$ cat src/rtl/ipcd_pkg.sv
// ipcd_pkg: shared types, constants and the quarter-wave sine polynomial
// used by every module of the inverse park/clarke duty pipeline
// no dependencies
package ipcd_pkg;

	localparam int SUP_W  = 16;
	localparam int VOLT_W = 50;
	localparam int FRAC_W = 32;
	localparam int OUT_W  = 11;

	localparam logic [15:0] SUPPLY_RESET = 16'd3072;

	localparam logic [63:0] POLY_A1 = 64'd51472;
	localparam logic [63:0] POLY_A3 = 64'd21024;
	localparam logic [63:0] POLY_A5 = 64'd2320;
	localparam logic [63:0] SINE_CAP = 64'd32767;

	localparam logic signed [17:0] SQRT3_Q16 = 18'sd113512;

	typedef logic signed [15:0] q15_t;
	typedef logic signed [VOLT_W-1:0] volt_t;
	typedef logic [16:0] zpos_t;
	typedef logic [14:0] qsin_t;
	typedef logic [OUT_W-1:0] duty_t;

	typedef struct packed {
		logic zero;
		logic full;
	} clamp_t;

	// sin(pi/2 * z), z in q15 from 0 to 32768, capped at 32767
	function automatic qsin_t quarter_sine(input zpos_t z);
		logic [63:0] zz;
		logic [63:0] z2;
		logic [63:0] t;
		logic [63:0] s;
		zz = 64'(z);
		z2 = (zz * zz) >> 15;
		t = POLY_A3 - ((z2 * POLY_A5) >> 15);
		t = POLY_A1 - ((z2 * t) >> 15);
		s = (zz * t) >> 15;
		if (s > SINE_CAP) begin
			s = SINE_CAP;
		end
		return s[14:0];
	endfunction

endpackage

$ cat src/rtl/ipcd_scale.sv
// ipcd_scale: stages 5 and 6 for one phase, clamp decision and duty scaling
// depends on ipcd_pkg; result is the dividend for ipcd_div
module ipcd_scale #(
	parameter int DUTY_FULL = 2047,
	parameter int DW        = 11
) (
	input  logic                                clk,
	input  logic [1:0]                          en,
	input  logic [ipcd_pkg::SUP_W-1:0]          supply,
	input  ipcd_pkg::volt_t                     u_s4,
	output logic [ipcd_pkg::SUP_W+DW-1:0]       n_s6,
	output ipcd_pkg::clamp_t                    clamp_s6
);

	localparam int NW = ipcd_pkg::SUP_W + DW;
	localparam int FW = ipcd_pkg::FRAC_W;
	localparam logic [DW-1:0] DF_V = DW'(DUTY_FULL);

	logic [ipcd_pkg::VOLT_W-2:0] full_ref;
	logic [FW+DW-1:0]            lo_prod;
	ipcd_pkg::clamp_t            clamp_c;
	logic [NW-1:0]               hi_s5;
	logic [DW-1:0]               lo_s5;
	ipcd_pkg::clamp_t            clamp_s5;

	assign full_ref      = {1'b0, supply, {FW{1'b0}}};
	assign clamp_c.zero  = (supply == '0) || u_s4[ipcd_pkg::VOLT_W-1] || (u_s4 == '0);
	assign clamp_c.full  = u_s4[ipcd_pkg::VOLT_W-2:0] >= full_ref;
	assign lo_prod       = u_s4[FW-1:0] * DF_V;

	always_ff @(posedge clk) begin
		if (en[0]) begin
			hi_s5    <= u_s4[FW+ipcd_pkg::SUP_W-1:FW] * DF_V;
			lo_s5    <= lo_prod[FW+DW-1:FW];
			clamp_s5 <= clamp_c;
		end
		if (en[1]) begin
			n_s6     <= hi_s5 + NW'(lo_s5);
			clamp_s6 <= clamp_s5;
		end
	end

endmodule

$ cat config.mk
export PLATFORM = sky130hd
export DESIGN_NAME = ipcd_scale
export DESIGN_NICKNAME = d
export VERILOG_FILES = /design/src/rtl/ipcd_pkg.sv /design/src/rtl/ipcd_scale.sv
export SDC_FILE = /design/constraint.sdc
export NUM_CORES = 1
export LEC_CHECK = 0
export ABC_AREA = 1
export BUFFER_PORTS_ARGS = -buffer_cell sky130_fd_sc_hd__buf_2
export CAP_MARGIN = 20
export CORE_MARGIN = 2
export CORE_UTILIZATION = 50
export CTS_BUF_LIST = sky130_fd_sc_hd__clkbuf_8
export CTS_CLUSTER_DIAMETER = 30
export DETAILED_ROUTE_END_ITERATION = 8
export PLACE_DENSITY = 0.78
export SYNTH_ARGS = -nofsm -noshare
export SYNTH_HDL_FRONTEND = slang
export SYNTH_SLANG_ARGS = --single-unit
$ cat constraint.sdc
create_clock -name clk -period 6.35 [get_ports clk]
set_clock_uncertainty 0.1 [all_clocks]
set_input_delay 0.635 -clock clk [delete_from_list [all_inputs] [get_ports clk]]
set_output_delay 0.635 -clock clk [all_outputs]
set_load 0.03 [all_outputs]
==> impl_metrics.py <==
metrics = {
    "setup_path": {
        "slowest_delay_ns": 0.64,
        "cp_data_arrival_time_ns": 5.14,
        "path_buf_inv": 5,
        "cp.required_ns": 6.37,
        "start_kind": "input pin",
        "critPathKind": "input pin to flip-flop",
        "endpoint_kind": "flip-flop",
        "worstPathMaxFanout": 5,
        "r2r_cells": 15,
        "crit_cells": 18,
        "path_common_cell": "fa_1",
        "crit_family": "adder cells",
        "worstPathCellList": "buf_2 > inv_1 > fa_1 > inv_1 > fa_1 > fa_1 > fa_1 > inv_1 > fa_1 > inv_1 > ha_1 > nand2_1 > nor2_1 > nand2_1 > nor3_1 > nand3_1 > nand4_1 > nand2_1",
        "slowest_stage": "fa_1",
    },
    "timing": {
        "rsz0062_at_grt": "no",
        "finalSetupViolations": 0,
        "period_share": 0.806,
        "worstMarginPinSlew_ns": 0.875,
        "clock.fmax_mhz": 195,
        "hold_violations": 0,
        "slew_viol_final": 0,
        "setup_tns_ns": 0,
        "fin_crit_ns": 5.12,
        "worst_slew_margin_rel": 0.417,
    },
    "die": {
        "io_pins": 98,
        "coreArea_um2": 32400,
        "initial_core_util": 0.504,
        "die_area_um2": 34100,
        "die_x_um": 185,
        "die_y_um": 185,
        "rows": 66,
    },
    "clock_network": {
        "cts_tree": "yes",
        "postCtsHoldBufs": 0,
        "cts_buffers": 9,
        "cts.sinks": 69,
        "postCtsSetupRepairBufs": 0,
        "clockRootBuffer": "clkbuf_8",
        "path_clk_slew_ns": 0.08,
        "clk_latency_ns": 0.36,
        "clockBufferDepth": 2,
        "cts-resized-gates": 0,
        "cts_htree_levels": 3,
    },
    "logic_synthesis": {
        "syn_area_um2": 16300,
        "synth_top_area_share": 0.376,
        "synth_edf_count": 69,
        "ys_top_cells_by_count": "inv_1 (524), nand2_1 (372), fa_1 (306)",
        "yosys_warnings": 0,
        "synthTopCellsByArea": "fa_1 (38%), ha_1 (15%), edfxtp_1 (13%), inv_1 (12%), nand2_1 (8.6%)",
        "yosysTopAreaCell": "fa_1",
        "yosysMostFrequentCell": "inv_1",
        "ys_ff_latch": 69,
        "syn-mean-instance-area_um2": 8.62,
        "syn_inst": 1892,
        "ys.flop_type": "edfxtp_1",
        "syn_nets": 2458,
        "ys_types": 33,
        "async_reset_ff_frac": 0,
        "ys_seq_area_frac": 0.127,
    },
    "job": {
        "cap_violations": 0,
    },
    "final_layout": {
        "area_delta_synth_final_pct": 7.47,
        "final_layout_size_suffix_gt1_frac": 0.0713,
        "antenna_cells": 0,
        "fin_nets": 2567,
    },
    "placement": {
        "dp_hpwl_um": 33100,
        "place_congestion": 0.919,
        "io_buffers": 97,
    },
    "grt": {
        "grt_start_max_net_pins": 41,
        "overflow": 0,
        "grt_pass1_wl_um": 63500,
        "grt_pass1_vias": 13300,
        "grtUsageTotal": 0.234,
        "antenna_found_initial": 0,
    },
    "drt": {
        "drtAntennaViolNets": 0,
        "wire_per_inst_um": 14.9,
        "first_pass_iters": 5,
        "drc": 0,
        "wl_um": 36400,
        "viasPerCell": 4.99,
        "vias": 12200,
        "first_iter_violations": 590,
    },
    "outcome": {
        "status": "completed",
    },
    "hold_path": {
        "holdPathStages": 0,
        "hp-class": "flip-flop to flip-flop",
    },
}
-- layout make-up --
| class | count | area [um2] |
|---|---|---|
| Sequential cell | 69 | 2070 |
| Tap cell | 442 | 553 |
| Clock buffer | 9 | 124 |
| Timing Repair Buffer | 98 | 493 |
| Inverter | 524 | 1970 |
| Fill cell | 3002 | 14800 |
| Clock inverter | 7 | 48.8 |
| Multi-Input combinational cell | 1299 | 12300 |
-- registers in the layout, summed over array words and instances, names as in the netlist --
| signal | flops |
|---|---|
| hi_s5 | 27 |
| clamp_s5 | 2 |
| n_s6 | 27 |
| clamp_s6 | 2 |
| lo_s5 | 11 |
-- kinds of logic (layout without fill, tap and decap cells) --
group,Yosys count,in the layout,share of synthesized area
and+or+nand+nor,643,643,0.168
buffers and inverters,524,638,0.121
adders and majority gates,497,497,0.522
AOI/OAI and AO/OA,118,118,0.0403
DFF,69,69,0.127
xor gates and xnor gates,41,41,0.0220
-- final timing paths --
kind / from / end / slack, ns
worst max register to register: hi_s5[0] / n_s6[20] / 4.08
worst min register to register: clamp_s5[1] / clamp_s6[1] / 0.32
worst min-delay path: clamp_s5[1] / clamp_s6[1] / 0.32
worst max-delay path: u_s4[5] / lo_s5[10] / 1.23
-- layout by cell type (no fill, tap or decap), types with 10 or more instances in the layout --
master	synthesis	layout
inv_1	524	524
nand2_1	372	372
xor2_1	31	31
a21oi_1	68	68
nand3_1	68	68
xnor2_1	10	10
fa_1	306	306
nand4_1	35	35
buf_2	0	97
nor2_1	107	107
o21ai_0	24	24
nand2_2	16	16
edfxtp_1	69	69
ha_1	191	191
nor3_1	17	17
-- through the flow --
step                cell area, um2  std cells  utilization  setup slack, ns  hold WS [ns]
floorplan                    16300       1892            -             1.35         0.300
finish                       17500       2448        0.542             1.23         0.323
global placement             17400       2432        0.536            0.885         0.304
global route                 17500       2448        0.542            0.852         0.334
detailed placement           17400       2432        0.536            0.857         0.306
CTS                          17500       2448        0.542             1.23         0.326
-- metal layers --
layer  routed length [um]  GRT usage
met2                17600      0.403
met5                    0          0
met4                  809     0.0619
met1                16400      0.314
met3                 1630     0.0261
Power is not shown: default switching activity piles up to over one toggle a cycle in this logic, so the estimate is an artifact.
