$ cat config.mk
export PLATFORM = sky130hd
export DESIGN_NAME = ipcd_phase
export DESIGN_NICKNAME = d
export VERILOG_FILES = /design/src/rtl/ipcd_pkg.sv /design/src/rtl/ipcd_phase.sv
export SDC_FILE = /design/constraint.sdc
export NUM_CORES = 2
export LEC_CHECK = 0
export BUFFER_PORTS_ARGS = -buffer_cell sky130_fd_sc_hd__buf_2
export CELL_PAD_IN_SITES_DETAIL_PLACEMENT = 1
export CELL_PAD_IN_SITES_GLOBAL_PLACEMENT = 1
export CORE_UTILIZATION = 33
export CTS_CLUSTER_DIAMETER = 30
export DETAILED_ROUTE_END_ITERATION = 8
export PLACE_DENSITY = 0.66
export SLEW_MARGIN = 15
export SYNTH_ARGS = -nofsm -noshare
export SYNTH_HDL_FRONTEND = slang
export SYNTH_SLANG_ARGS = --single-unit
$ cat constraint.sdc
create_clock -name clk -period 7.3 [get_ports clk]
set_input_delay 0.365 -clock clk [delete_from_list [all_inputs] [get_ports clk]]
set_output_delay 0.365 -clock clk [all_outputs]
set_load 0.01 [all_outputs]
$ cat src/rtl/ipcd_pkg.sv
// ipcd_pkg: shared types, constants and the quarter-wave sine polynomial
// used by every module of the inverse park/clarke duty pipeline
// no dependencies
package ipcd_pkg;

	localparam int SUP_W  = 16;
	localparam int VOLT_W = 50;
	localparam int FRAC_W = 32;
	localparam int OUT_W  = 11;

	localparam logic [15:0] SUPPLY_RESET = 16'd3072;

	localparam logic [63:0] POLY_A1 = 64'd51472;
	localparam logic [63:0] POLY_A3 = 64'd21024;
	localparam logic [63:0] POLY_A5 = 64'd2320;
	localparam logic [63:0] SINE_CAP = 64'd32767;

	localparam logic signed [17:0] SQRT3_Q16 = 18'sd113512;

	typedef logic signed [15:0] q15_t;
	typedef logic signed [VOLT_W-1:0] volt_t;
	typedef logic [16:0] zpos_t;
	typedef logic [14:0] qsin_t;
	typedef logic [OUT_W-1:0] duty_t;

	typedef struct packed {
		logic zero;
		logic full;
	} clamp_t;

	// sin(pi/2 * z), z in q15 from 0 to 32768, capped at 32767
	function automatic qsin_t quarter_sine(input zpos_t z);
		logic [63:0] zz;
		logic [63:0] z2;
		logic [63:0] t;
		logic [63:0] s;
		zz = 64'(z);
		z2 = (zz * zz) >> 15;
		t = POLY_A3 - ((z2 * POLY_A5) >> 15);
		t = POLY_A1 - ((z2 * t) >> 15);
		s = (zz * t) >> 15;
		if (s > SINE_CAP) begin
			s = SINE_CAP;
		end
		return s[14:0];
	endfunction

endpackage

$ cat src/rtl/ipcd_phase.sv
// ipcd_phase: stages 2 to 4, inverse park products and inverse clarke sums
// depends on ipcd_pkg; phase voltages come out at scale 2^40
module ipcd_phase (
	input  logic                              clk,
	input  logic [2:0]                        en,
	input  logic [ipcd_pkg::SUP_W-1:0]        supply,
	input  ipcd_pkg::q15_t                    uq_s1,
	input  ipcd_pkg::q15_t                    sin_s1,
	input  ipcd_pkg::q15_t                    cos_s1,
	output ipcd_pkg::volt_t                   ua_s4,
	output ipcd_pkg::volt_t                   ub_s4,
	output ipcd_pkg::volt_t                   uc_s4
);

	logic signed [31:0] p_s2;
	logic signed [31:0] q_s2;
	logic signed [31:0] p_s3;
	ipcd_pkg::volt_t    s3q_s3;
	ipcd_pkg::volt_t    pe;
	ipcd_pkg::volt_t    half;

	assign pe   = ipcd_pkg::volt_t'(p_s3);
	assign half = ipcd_pkg::volt_t'({supply, 31'b0});

	always_ff @(posedge clk) begin
		if (en[0]) begin
			p_s2 <= uq_s1 * sin_s1;
			q_s2 <= uq_s1 * cos_s1;
		end
		if (en[1]) begin
			p_s3   <= p_s2;
			s3q_s3 <= ipcd_pkg::volt_t'(q_s2) * ipcd_pkg::SQRT3_Q16;
		end
		if (en[2]) begin
			ua_s4 <= half - (pe <<< 17);
			ub_s4 <= s3q_s3 + (pe <<< 16) + half;
			uc_s4 <= (pe <<< 16) - s3q_s3 + half;
		end
	end

endmodule

==> results.py <==
metrics = {
    "floorplanning": {
        "die_area_um2": 135000,
        "core_um2": 132000,
        "row_count": 133,
        "io_pins": 218,
        "dieWidth_um": 368,
        "start_util_pct": 33.4,
        "die_h_um": 368,
    },
    "worst_setup_path": {
        "slowest_delay_ps": 560,
        "worstPathCellList": "ha_1 -> inv_1 -> fa_1 -> inv_1 -> fa_1 -> fa_1 -> fa_1 -> inv_1 -> fa_1 -> inv_1 -> ha_1 -> a21o_1 -> a21o_1 -> a21oi_1 -> o31ai_1 -> a21oi_1 -> buf_4 -> nor3_1 -> o22ai_1 -> mux2_2 -> a2111oi_0",
        "worstPathBufferInverterCount": 5,
        "crit_path_start_kind": "flip-flop",
        "crit_type": "flip-flop to flip-flop",
        "crit_family": "adder cells",
        "critPathSlowestCell": "fa_1",
        "arrival_ps": 7000,
        "cp_max_fo": 6,
        "crit_path_frequent_cell": "fa_1",
        "end_kind": "flip-flop",
        "required_ps": 7650,
    },
    "sta": {
        "clock_skew_ps": 23.7,
        "rsz0062_at_grt": "no",
        "fin_crit_sh_pct": 91.0,
        "tightest_slew_ps": 944,
        "period_needed_ps": 6640,
        "finalSetupTns_ps": 0,
        "setup_viol": 0,
        "hold_violations": 0,
        "fmax_mhz": 151,
        "slew_headroom_pct": 35.5,
        "maxSlewViolCount": 0,
    },
    "global_route": {
        "first_global_vias": 33700,
        "grt_pass1_wl_um": 188000,
        "grt_max_degree": 68,
        "grt_usage_pct": 17.5,
        "overflow": 0,
        "antenna_found_initial": 1,
    },
    "synth": {
        "synth-edff-count": 269,
        "syn_area_um2": 44200,
        "ys_top_cells_by_area": "fa_1 (37%), edfxtp_1 (18%), ha_1 (12%)",
        "synth_ff_type": "edfxtp_1",
        "synth_top_area_share_pct": 36.5,
        "yosys.cell_types.count": 76,
        "ys_seq_area_share_pct": 18.3,
        "syn-mean-instance-area_um2": 10.1,
        "synth_commonest_cells": "inv_1 (1170), fa_1 (806), ha_1 (430)",
        "syn_inst": 4391,
        "yosys_warnings": 0,
        "synthArstFlopShare_pct": 0,
        "yosysTopAreaCell": "fa_1",
        "ys_ff_latch": 269,
        "yosysMostFrequentCell": "inv_1",
    },
    "placed_design": {
        "place_congestion": 0.870,
        "numPortBuffers": 194,
        "dp_hpwl_um": 97800,
        "dp.cells": 6271,
    },
    "clocking": {
        "clk_latency_ps": 610,
        "cts-root-buf": "clkbuf_16",
        "cts_setup_buffers": 0,
        "cts_tree": "built",
        "cts_buffers": 57,
        "hold_buffers": 0,
        "clockBufferDepth": 3,
        "cts_resized": 0,
        "htreeDepth": 2,
        "cts.sinks": 269,
        "clk_pin_slew_worst_paths_ps": 50,
    },
    "outcome": {
        "status": "complete, no violations",
    },
    "finish": {
        "layout-drive-gt1-share_pct": 7.59,
        "fin_cells": 6377,
        "n_antenna_cell": 0,
        "nets": 5879,
        "nFillCells": 15100,
        "synthToLayoutAreaGrowth_pct": 11.0,
        "fin_util_pct": 37.1,
    },
    "detailed_routing": {
        "drt_iter0_drc": 1203,
        "vias_per_cell": 4.66,
        "first_pass_iters": 5,
        "final_antenna_net_count": 0,
        "wl_per_cell_um": 18.0,
        "routed-via-count": 29700,
        "wl_um": 115000,
        "drc": 0,
    },
    "hold_path": {
        "hold_path_class": "primary input to flip-flop",
    },
    "job": {
        "drv_cap": 0,
    },
}
-- final cells by class --
class / instances / area [µm²] / share of cell area [%]
multi-input cells: 2849 / 31200 / 63.7
flip-flops and latches: 269 / 8080 / 16.5
inverters: 1170 / 4390 / 8.96
well taps: 1755 / 2200 / 4.48
clock buffers: 63 / 1450 / 2.96
repair buffers: 228 / 1230 / 2.51
clock inverters: 43 / 453 / 0.924
-- state kept, by name (all words and copies together), names as in the netlist --
signal / cells
p_s2: 32
p_s3: 32
q_s2: 32
s3q_s3: 47
ua_s4: 33
ub_s4: 47
uc_s4: 46
-- cells by family (layout without fill, tap and decap cells) --
kind of cell             Yosys count  in the layout  synth area share, %
AO/OA/AOI/OAI                    507            507                 7.65
AND/OR/NAND/NOR                  861            861                 9.71
flip-flops                       269            269                 18.3
multiplexers                       3              3               0.0736
other                              1             23              0.00849
adder cells (fa/ha/maj)         1236           1236                 48.7
buffers and inverters           1295           1504                 11.2
XOR/XNOR                         219            219                 4.34
-- metal layers --
metal | share of wire [%] | track usage, % | wire, µm | up-vias
li1 | - | - | - | 13800
met2 | 48 | 29.8 | 54900 | 459
met5 | 0.015 | 0 | 17 | -
met3 | 3.0 | 1.43 | 3460 | 92
met4 | 1.4 | 2.98 | 1660 | 2
met1 | 48 | 24.4 | 54700 | 15300
-- cell usage in the layout (no fill, tap or decap), types with 12 or more instances in the layout --
master,Yosys,layout
buf_2,0,192
nand2_1,323,323
xor2_1,60,60
nor2_1,125,125
a31oi_1,13,13
nor2b_1,12,12
o211ai_1,12,12
ha_1,430,430
o21ai_0,65,65
inv_1,1170,1170
clkbuf_16,0,57
fa_1,806,806
a21oi_1,148,148
edfxtp_1,269,269
a21o_1,96,96
and3_1,13,13
nand4_1,20,20
xnor2_1,159,159
nand3_1,24,24
o21a_1,25,25
buf_4,24,36
and2_1,246,246
a211oi_1,16,16
o21bai_1,37,37
o21ai_1,13,13
nand2b_1,26,26
nor3_1,31,31
conb_1,1,23
-- worst paths after layout --
kind	from	endpoint	slack (ps)	cells after the start
setup / recovery	q_s2[6]$_DFFE_PP_	s3q_s3[46]$_DFFE_PP_	660	21
hold / removal	en[1]	s3q_s3[6]$_DFFE_PP_	130	1
setup reg to reg	q_s2[6]$_DFFE_PP_	s3q_s3[46]$_DFFE_PP_	660	21
hold reg to reg	p_s2[15]$_DFFE_PP_	p_s3[15]$_DFFE_PP_	420	0
-- per-stage QoR --
stage               area (µm²)  hold slack (ps)  setup slack (ps)
floorplan                44300              400              1100
global placement         47100              407               491
detailed placement       47100              411               430
CTS                      49000             95.4               561
global route             49000              115               218
finish                   49000              132               658
Power is not shown: default switching activity piles up to over one toggle a cycle in this logic, so the estimate is an artifact.
