--- config.mk ---
export PLATFORM = sky130hd
export DESIGN_NAME = ipcd_div
export DESIGN_NICKNAME = d
export VERILOG_FILES = /design/src/rtl/ipcd_pkg.sv /design/src/rtl/ipcd_div.sv
export SDC_FILE = /design/constraint.sdc
export NUM_CORES = 1
export LEC_CHECK = 0
export BUFFER_PORTS_ARGS = -buffer_cell sky130_fd_sc_hd__buf_2
export CAP_MARGIN = 25
export CORE_MARGIN = 2
export CORE_UTILIZATION = 60
export CTS_CLUSTER_DIAMETER = 120
export DETAILED_ROUTE_END_ITERATION = 16
export GPL_ROUTABILITY_DRIVEN = 0
export PLACE_DENSITY = 0.86
export SLEW_MARGIN = 20
export SYNTH_ARGS = -nofsm -noshare
export SYNTH_HDL_FRONTEND = slang
export SYNTH_SLANG_ARGS = --single-unit
--- constraint.sdc ---
create_clock -name clk -period 5.7 [get_ports clk]
set_input_delay 1.14 -clock clk [delete_from_list [all_inputs] [get_ports clk]]
set_output_delay 1.14 -clock clk [all_outputs]
set_load 0.02 [all_outputs]
--- src/rtl/ipcd_pkg.sv ---
// ipcd_pkg: shared types, constants and the quarter-wave sine polynomial
// used by every module of the inverse park/clarke duty pipeline
// no dependencies
package ipcd_pkg;

	localparam int SUP_W  = 16;
	localparam int VOLT_W = 50;
	localparam int FRAC_W = 32;
	localparam int OUT_W  = 11;

	localparam logic [15:0] SUPPLY_RESET = 16'd3072;

	localparam logic [63:0] POLY_A1 = 64'd51472;
	localparam logic [63:0] POLY_A3 = 64'd21024;
	localparam logic [63:0] POLY_A5 = 64'd2320;
	localparam logic [63:0] SINE_CAP = 64'd32767;

	localparam logic signed [17:0] SQRT3_Q16 = 18'sd113512;

	typedef logic signed [15:0] q15_t;
	typedef logic signed [VOLT_W-1:0] volt_t;
	typedef logic [16:0] zpos_t;
	typedef logic [14:0] qsin_t;
	typedef logic [OUT_W-1:0] duty_t;

	typedef struct packed {
		logic zero;
		logic full;
	} clamp_t;

	// sin(pi/2 * z), z in q15 from 0 to 32768, capped at 32767
	function automatic qsin_t quarter_sine(input zpos_t z);
		logic [63:0] zz;
		logic [63:0] z2;
		logic [63:0] t;
		logic [63:0] s;
		zz = 64'(z);
		z2 = (zz * zz) >> 15;
		t = POLY_A3 - ((z2 * POLY_A5) >> 15);
		t = POLY_A1 - ((z2 * t) >> 15);
		s = (zz * t) >> 15;
		if (s > SINE_CAP) begin
			s = SINE_CAP;
		end
		return s[14:0];
	endfunction

endpackage

--- src/rtl/ipcd_div.sv ---
// ipcd_div: restoring divider, one quotient bit per stage, with clamp merge
// depends on ipcd_pkg; divides the scaled phase value by the supply
module ipcd_div #(
	parameter int DUTY_FULL = 2047,
	parameter int DW        = 11
) (
	input  logic                           clk,
	input  logic [DW-1:0]                  en,
	input  logic [ipcd_pkg::SUP_W-1:0]     supply,
	input  logic [ipcd_pkg::SUP_W+DW-1:0]  n_s6,
	input  ipcd_pkg::clamp_t               clamp_s6,
	output logic [DW-1:0]                  duty_q
);

	localparam int NW = ipcd_pkg::SUP_W + DW;
	localparam logic [DW-1:0] DF_V = DW'(DUTY_FULL);

	logic [NW-1:0]    rem_s   [DW-1];
	logic [DW-1:0]    quo_s   [DW-1];
	ipcd_pkg::clamp_t clamp_s [DW-1];

	for (genvar j = 0; j < DW; j++) begin : g_stage
		localparam logic [DW-1:0] QBIT = DW'(1) << (DW - 1 - j);

		logic [NW-1:0]    r_in;
		logic [DW-1:0]    q_in;
		ipcd_pkg::clamp_t c_in;
		logic [NW-1:0]    trial;
		logic             ge;

		if (j == 0) begin : g_first
			assign r_in = n_s6;
			assign q_in = '0;
			assign c_in = clamp_s6;
		end else begin : g_next
			assign r_in = rem_s[j-1];
			assign q_in = quo_s[j-1];
			assign c_in = clamp_s[j-1];
		end

		assign trial = NW'(supply) << (DW - 1 - j);
		assign ge    = r_in >= trial;

		if (j < DW - 1) begin : g_mid
			always_ff @(posedge clk) begin
				if (en[j]) begin
					rem_s[j]   <= ge ? (r_in - trial) : r_in;
					quo_s[j]   <= ge ? (q_in | QBIT) : q_in;
					clamp_s[j] <= c_in;
				end
			end
		end else begin : g_last
			always_ff @(posedge clk) begin
				if (en[j]) begin
					if (c_in.zero) begin
						duty_q <= '0;
					end else if (c_in.full) begin
						duty_q <= DF_V;
					end else begin
						duty_q <= ge ? (q_in | QBIT) : q_in;
					end
				end
			end
		end
	end

endmodule

==> results.toml, run 1 <==
[run_status]
status = "finished clean"

[clocking]
postCtsResizedCells = 0
clkSinkCount = 356
post_cts_buffers = 0
clk_pin_slew_ps = 60
clockBufferDepth = 3
clock-root-buffer = "clkbuf_16"
h-tree-depth = 2
clock_latency_ps = 540
cts_inserted_buffers = 38
cts-hold-fix-buffers = 0
cts_tree = "built"

[job]
drv_cap = 0

[detailed_routing]
antenna_left = 0
drt_iter0_drc = 1605
via_per_inst = 6.57
route.detailed.wl_per_inst_um = 21.0
wl_mm = 54.5
first_pass_iters = 6
drc_errors = 0
via_count = 17100

[logic_synthesis]
syn_inst = 2028
synth.distinct_cells = 79
synth-seq-cells = 356
async_reset_ff_share_pct = 0
synth_edf_count = 356
seq_area_frac_synth_pct = 48.8
avgSynthCellArea_sq_um = 10.8
synth-main-ff-cell = "edfxtp_1"
synth_nets = 2271
syn_area_sq_mm = 0.0219
yosys_warnings = 0

[power_and_ir_drop]
switching_share_pct = 36.6
p_leak_nw = 9.17
seqPwrFrac_pct = 38.4
pwr-share-clk_pct = 21.3
power.density_mw_per_mm2 = 475
switchingPower_mw = 4.17
combPwrFrac_pct = 40.3
ir_worst_vdd_mv = 0.257
intPower_mw = 7.24

[cells_and_area]
antennaDiodeCount = 0
mostFrequentLayoutCells = "356 x edfxtp_1, 183 x nand2_1, 176 x ha_1"
finish.instance_area_sq_mm = 0.0240
regArea_sq_mm = 0.0107
area_delta_synth_final_pct = 9.59
nets = 2354
layout_commonest_cell = "edfxtp_1"
nFillCells = 2528
multi_input_area_sq_mm = 0.0108
drive_gt1_share_pct = 9.68

[floorplan]
die_area_sq_mm = 0.0381
chipHeight_um = 195
num_rows = 69
die_x_um = 195
ios = 68
start_util_pct = 61.3
core_sq_mm = 0.0357

[setup_path]
cp_max_fo = 35
reg2regPathDepth = 12
reg2reg_slack_ps = 1990
cp-start-kind = "input pin"
cp.arrival_ps = 4550
critical_path_class = "in2reg"
end_kind = "flop"
required_ps = 5970

[sta]
finalHoldViolations = 0
rsz0062_at_grt = "no"
setup_ws_ps = 1420
max_slew_margin_pct = 37.0
fin_worst_skew_ps = 23.7
fmax_ghz = 0.234
finalSetupTns_ps = 0
maxSlewViolCount = 0
max_slew.worst_pin.slew_ps = 945
setup_violations = 0
fin_crit_ps = 4280
period_share_pct = 75.0

[hold_path]
hp-class = "reg2reg"
min_path_cells = 0

[global_route]
grt_pass1_wl_mm = 86.7
grt_overflow_total = 0
antenna_found_initial = 1
grt_max_degree = 40
first_global_vias = 16800
grt_use_total_pct = 28.6

[place]
io_buffers = 67
dp_slack_ps = 988
place_area_sq_mm = 0.0228
dp_hpwl_mm = 40.0
Yosys cell counts, types with 12 or more instances:
master    count  area (sq um)
a211oi_1     21           158
a21o_1       59           443
a21oi_1     148           741
a31oi_1      17           106
and2_1       13          81.3
and3_1       12          75.1
buf_2        12          60.1
clkbuf_1     27           101
edfxtp_1    356         10700
ha_1        176          2200
inv_1        70           263
mux2_2       33           372
nand2_1     183           687
nand2b_1     25           156
nand3_1      36           180
nand4_1      25           156
nor2_1      149           559
nor2b_1      31           194
nor3_1       46           230
nor4_1       24           150
o211ai_1     12          90.1
o21a_1       28           210
o21ai_0     168           841
o21bai_1     19           143
o31ai_1      16           120
xnor2_1      83           727
xor2_1       76           666
metal layers:
layer / vias up / wire (um) / track usage, %
met4: 2 / 3210 / 16.0
met1: 8069 / 20900 / 34.4
met2: 949 / 26500 / 49.7
met3: 228 / 3870 / 3.97
li1: 7843 / - / -
met5: - / 13 / 0
cell families after synthesis:
group	after synthesis	synth area share [%]
compound gates	567	16.3
simple gates	608	13.6
mux	37	1.88
xor+xnor	159	6.35
flops	356	48.8
buf+inv	115	2.10
fa+ha+maj	186	11.0
per-stage QoR:
step           power (mW)  hold WS, ps  cells  utilization [%]
2_1_floorplan        7.68          400   2028                -
3_3_place_gp         8.61          402   2532             63.8
3_5_place_dp         8.86          405   2532             63.8
4_1_cts              11.3          418   2600             67.2
5_1_grt              12.1          425   2600             67.2
6_report             11.4          417   2600             67.2
state kept, by name, indices dropped and copies added, names as in the netlist:
signal,flops
rem_s,270
duty_q,11
clamp_s,20
quo_s,55
path summary, 6_finish.rpt:
check                                             start                 endpoint
worst max-delay path                          supply[1]   rem_s[4][25]$_DFFE_PP_
worst min-delay path            clamp_s[8][0]$_DFFE_PP_  clamp_s[9][0]$_DFFE_PP_
worst max register to register    rem_s[2][7]$_DFFE_PP_   rem_s[3][17]$_DFFE_PP_
worst min register to register  clamp_s[8][0]$_DFFE_PP_  clamp_s[9][0]$_DFFE_PP_
power by group through the flow:
stage | Clock (mW) | Combinational (mW) | Sequential, mW
2_1_floorplan | 0 | 3.49 | 4.19
3_3_place_gp | 0 | 4.23 | 4.39
3_5_place_dp | 0 | 4.45 | 4.41
4_1_cts | 2.44 | 4.51 | 4.36
5_1_grt | 2.55 | 5.07 | 4.44
6_report | 2.43 | 4.60 | 4.38
worst max-delay path, stage by stage:
cell and delay, ps:
buf_2 300, inv_1 140, buf_4 250, ha_1 360, nand2b_1 100, a21oi_1 290
nor2_1 120, o311ai_0 560, nand3_1 240, and3_1 540, a211oi_1 390, xor2_1 110
final cells by class:
class                      count  share of cell area [%]
multi-input combinational   1557                    44.9
sequential                   356                    44.5
clock buffer                  46                    4.17
tap                          461                    2.40
timing repair buffer          88                    2.05
inverter                      70                    1.09
clock inverter                22                   0.880
No activity file was read; power rests on OpenSTA's default activity.
==> inputs of run 2 (changes only) <==
==> constraint.sdc (replaced) <==
create_clock -name clk -period 4.2 [get_ports clk]
set_input_delay 0.84 -clock clk [delete_from_list [all_inputs] [get_ports clk]]
set_output_delay 0.84 -clock clk [all_outputs]
set_load 0.02 [all_outputs]
==> results.toml, run 2 (synthesis gave the netlist of run 1 again) <==
[run_status]
status = "finished clean"

[place]
io_buffers = 67
dp_hpwl_mm = 40.5
place_area_sq_mm = 0.0231

[sta]
hold_slack_ps = 417
maxSlewViolCount = 0
rsz0062_at_grt = "no"
fin_worst_skew_ps = 32.0
fmax_ghz = 0.276
max_slew_margin_pct = 36.4
period_share_pct = 86.4
max_slew.worst_pin.slew_ps = 955
setup_violations = 0
finalSetupTns_ps = 0
finalHoldViolations = 0
fin_crit_ps = 3630

[clocking]
postCtsResizedCells = 0
post_cts_buffers = 0
clock_latency_ps = 560
cts-hold-fix-buffers = 0
clock-root-buffer = "clkbuf_16"
clkSinkCount = 356
h-tree-depth = 2
cts_inserted_buffers = 38
clockBufferDepth = 3
clk_pin_slew_ps = 60
cts_tree = "built"

[cells_and_area]
nFillCells = 2557
reg.largest.list = "rem_s (270), quo_s (55), clamp_s (20)"
antennaDiodeCount = 0
finish.instance_area_sq_mm = 0.0243
mostFrequentLayoutCells = "356 x edfxtp_1, 183 x nand2_1, 176 x ha_1"
largest_register_ffs = 270
regArea_sq_mm = 0.0107
layout_commonest_cell = "edfxtp_1"
top_register = "rem_s"
multi_input_area_sq_mm = 0.0108
nets = 2391
drive_gt1_share_pct = 11.2
area_delta_synth_final_pct = 11.0

[floorplan]
die_area_sq_mm = 0.0381
num_rows = 69
chipHeight_um = 195
core_sq_mm = 0.0357
ios = 68
die_x_um = 195
start_util_pct = 61.3

[detailed_routing]
antenna_left = 0
first_pass_iters = 6
route.detailed.wl_per_inst_um = 20.7
drt_iter0_drc = 1627
via_per_inst = 6.42
wl_mm = 54.4
via_count = 16900
drc_errors = 0

[power_and_ir_drop]
switching_share_pct = 36.1
p_leak_nw = 9.36
intPower_mw = 9.89
seqPwrFrac_pct = 38.3
combPwrFrac_pct = 40.8
pwr-share-clk_pct = 21.0
power.density_mw_per_mm2 = 636
power_mw = 15.5
switchingPower_mw = 5.59
ir_worst_vdd_mv = 0.440

[hold_path]
min_path_cells = 0
hp-class = "reg2reg"
hp-start = "quo_s[7][7]$_DFFE_PP_"
min_to = "quo_s[8][7]$_DFFE_PP_"

[setup_path]
slowest_stage = "o211ai_1"
timing.rr.end = "rem_s[3][10]$_DFFE_PP_"
critical_path_class = "in2reg"
reg2reg_slack_ps = 600
slowest_delay_ps = 470
reg2regPathDepth = 12
end_kind = "flop"
required_ps = 4490
cp-startpoint = "supply[1]"
path_common_cell = "buf_4"
path_cells = "buf_2 > inv_1 > buf_4 > buf_4 > ha_1 > nor2b_1 > o31ai_1 > a21oi_1 > a2111oi_2 > buf_4 > o211ai_1 > nand3_1 > nor4_1 > xor2_1"
cp.arrival_ps = 3920
cp_max_fo = 8
crit-reg2reg-launch = "rem_s[2][7]$_DFFE_PP_"
cp-start-kind = "input pin"

[global_route]
grt_pass1_wl_mm = 86.1
first_global_vias = 16800
grt_max_degree = 40
antenna_found_initial = 1
grt_overflow_total = 0
grt_use_total_pct = 28.5

[job]
drv_cap = 0
==> run 2: stage by stage <==
| stage | worst slack (ps) | cells | utilization (%) |
|---|---|---|---|
| floorplan | 518 | 2028 | - |
| global placement | 196 | 2569 | 64.7 |
| detailed placement | 86.1 | 2569 | 64.7 |
| CTS | 641 | 2633 | 68.1 |
| global route | 375 | 2633 | 68.1 |
| finish | 571 | 2633 | 68.1 |
==> run 2: metal layers <==
layer,vias up,GRT usage [%],share of wire [%]
li1,7912,-,-
met1,7959,33.2,38
met2,798,49.7,49
met3,221,4.51,7.1
met4,2,17.1,6.3
met5,-,0,0.024
==> run 2: how the worst max path moves through the flow <==
| stage | end | slack [ps] | cells past startpoint |
|---|---|---|---|
| 2_1_floorplan | rem_s[2][11]$_DFFE_PP_ | 520 | 10 |
| 6_report | rem_s[8][22]$_DFFE_PP_ | 570 | 14 |
| 3_3_place_gp | rem_s[7][26]$_DFFE_PP_ | 200 | 12 |
| 5_1_grt | rem_s[3][14]$_DFFE_PP_ | 380 | 11 |
| 3_5_place_dp | rem_s[8][22]$_DFFE_PP_ | 90 | 14 |
| 4_1_cts | rem_s[8][22]$_DFFE_PP_ | 640 | 14 |
==> run 2: layout make-up <==
cell class	instances	share of cell area [%]
inverter	70	1.08
clock inverter	18	0.746
sequential	356	43.9
tap	461	2.37
clock buffer	46	4.12
multi-input combinational	1557	44.3
timing repair buffer	125	3.43
==> run 2: worst max-delay path, delay by kind of cell <==
kind / cells / cell delay, ps
xor+xnor: 1 / 110
simple gates: 3 / 890
compound gates: 4 / 860
buf+inv: 5 / 880
fa+ha+maj: 1 / 310
==> run 2: power by group through the flow <==
stage	clock, mW	sequential, mW	combinational (mW)
3_5_place_dp	0	5.97	6.11
6_report	3.25	5.92	6.31
2_1_floorplan	0	5.68	4.73
5_1_grt	3.41	5.99	6.96
4_1_cts	3.29	5.90	6.20
3_3_place_gp	0	5.93	5.82
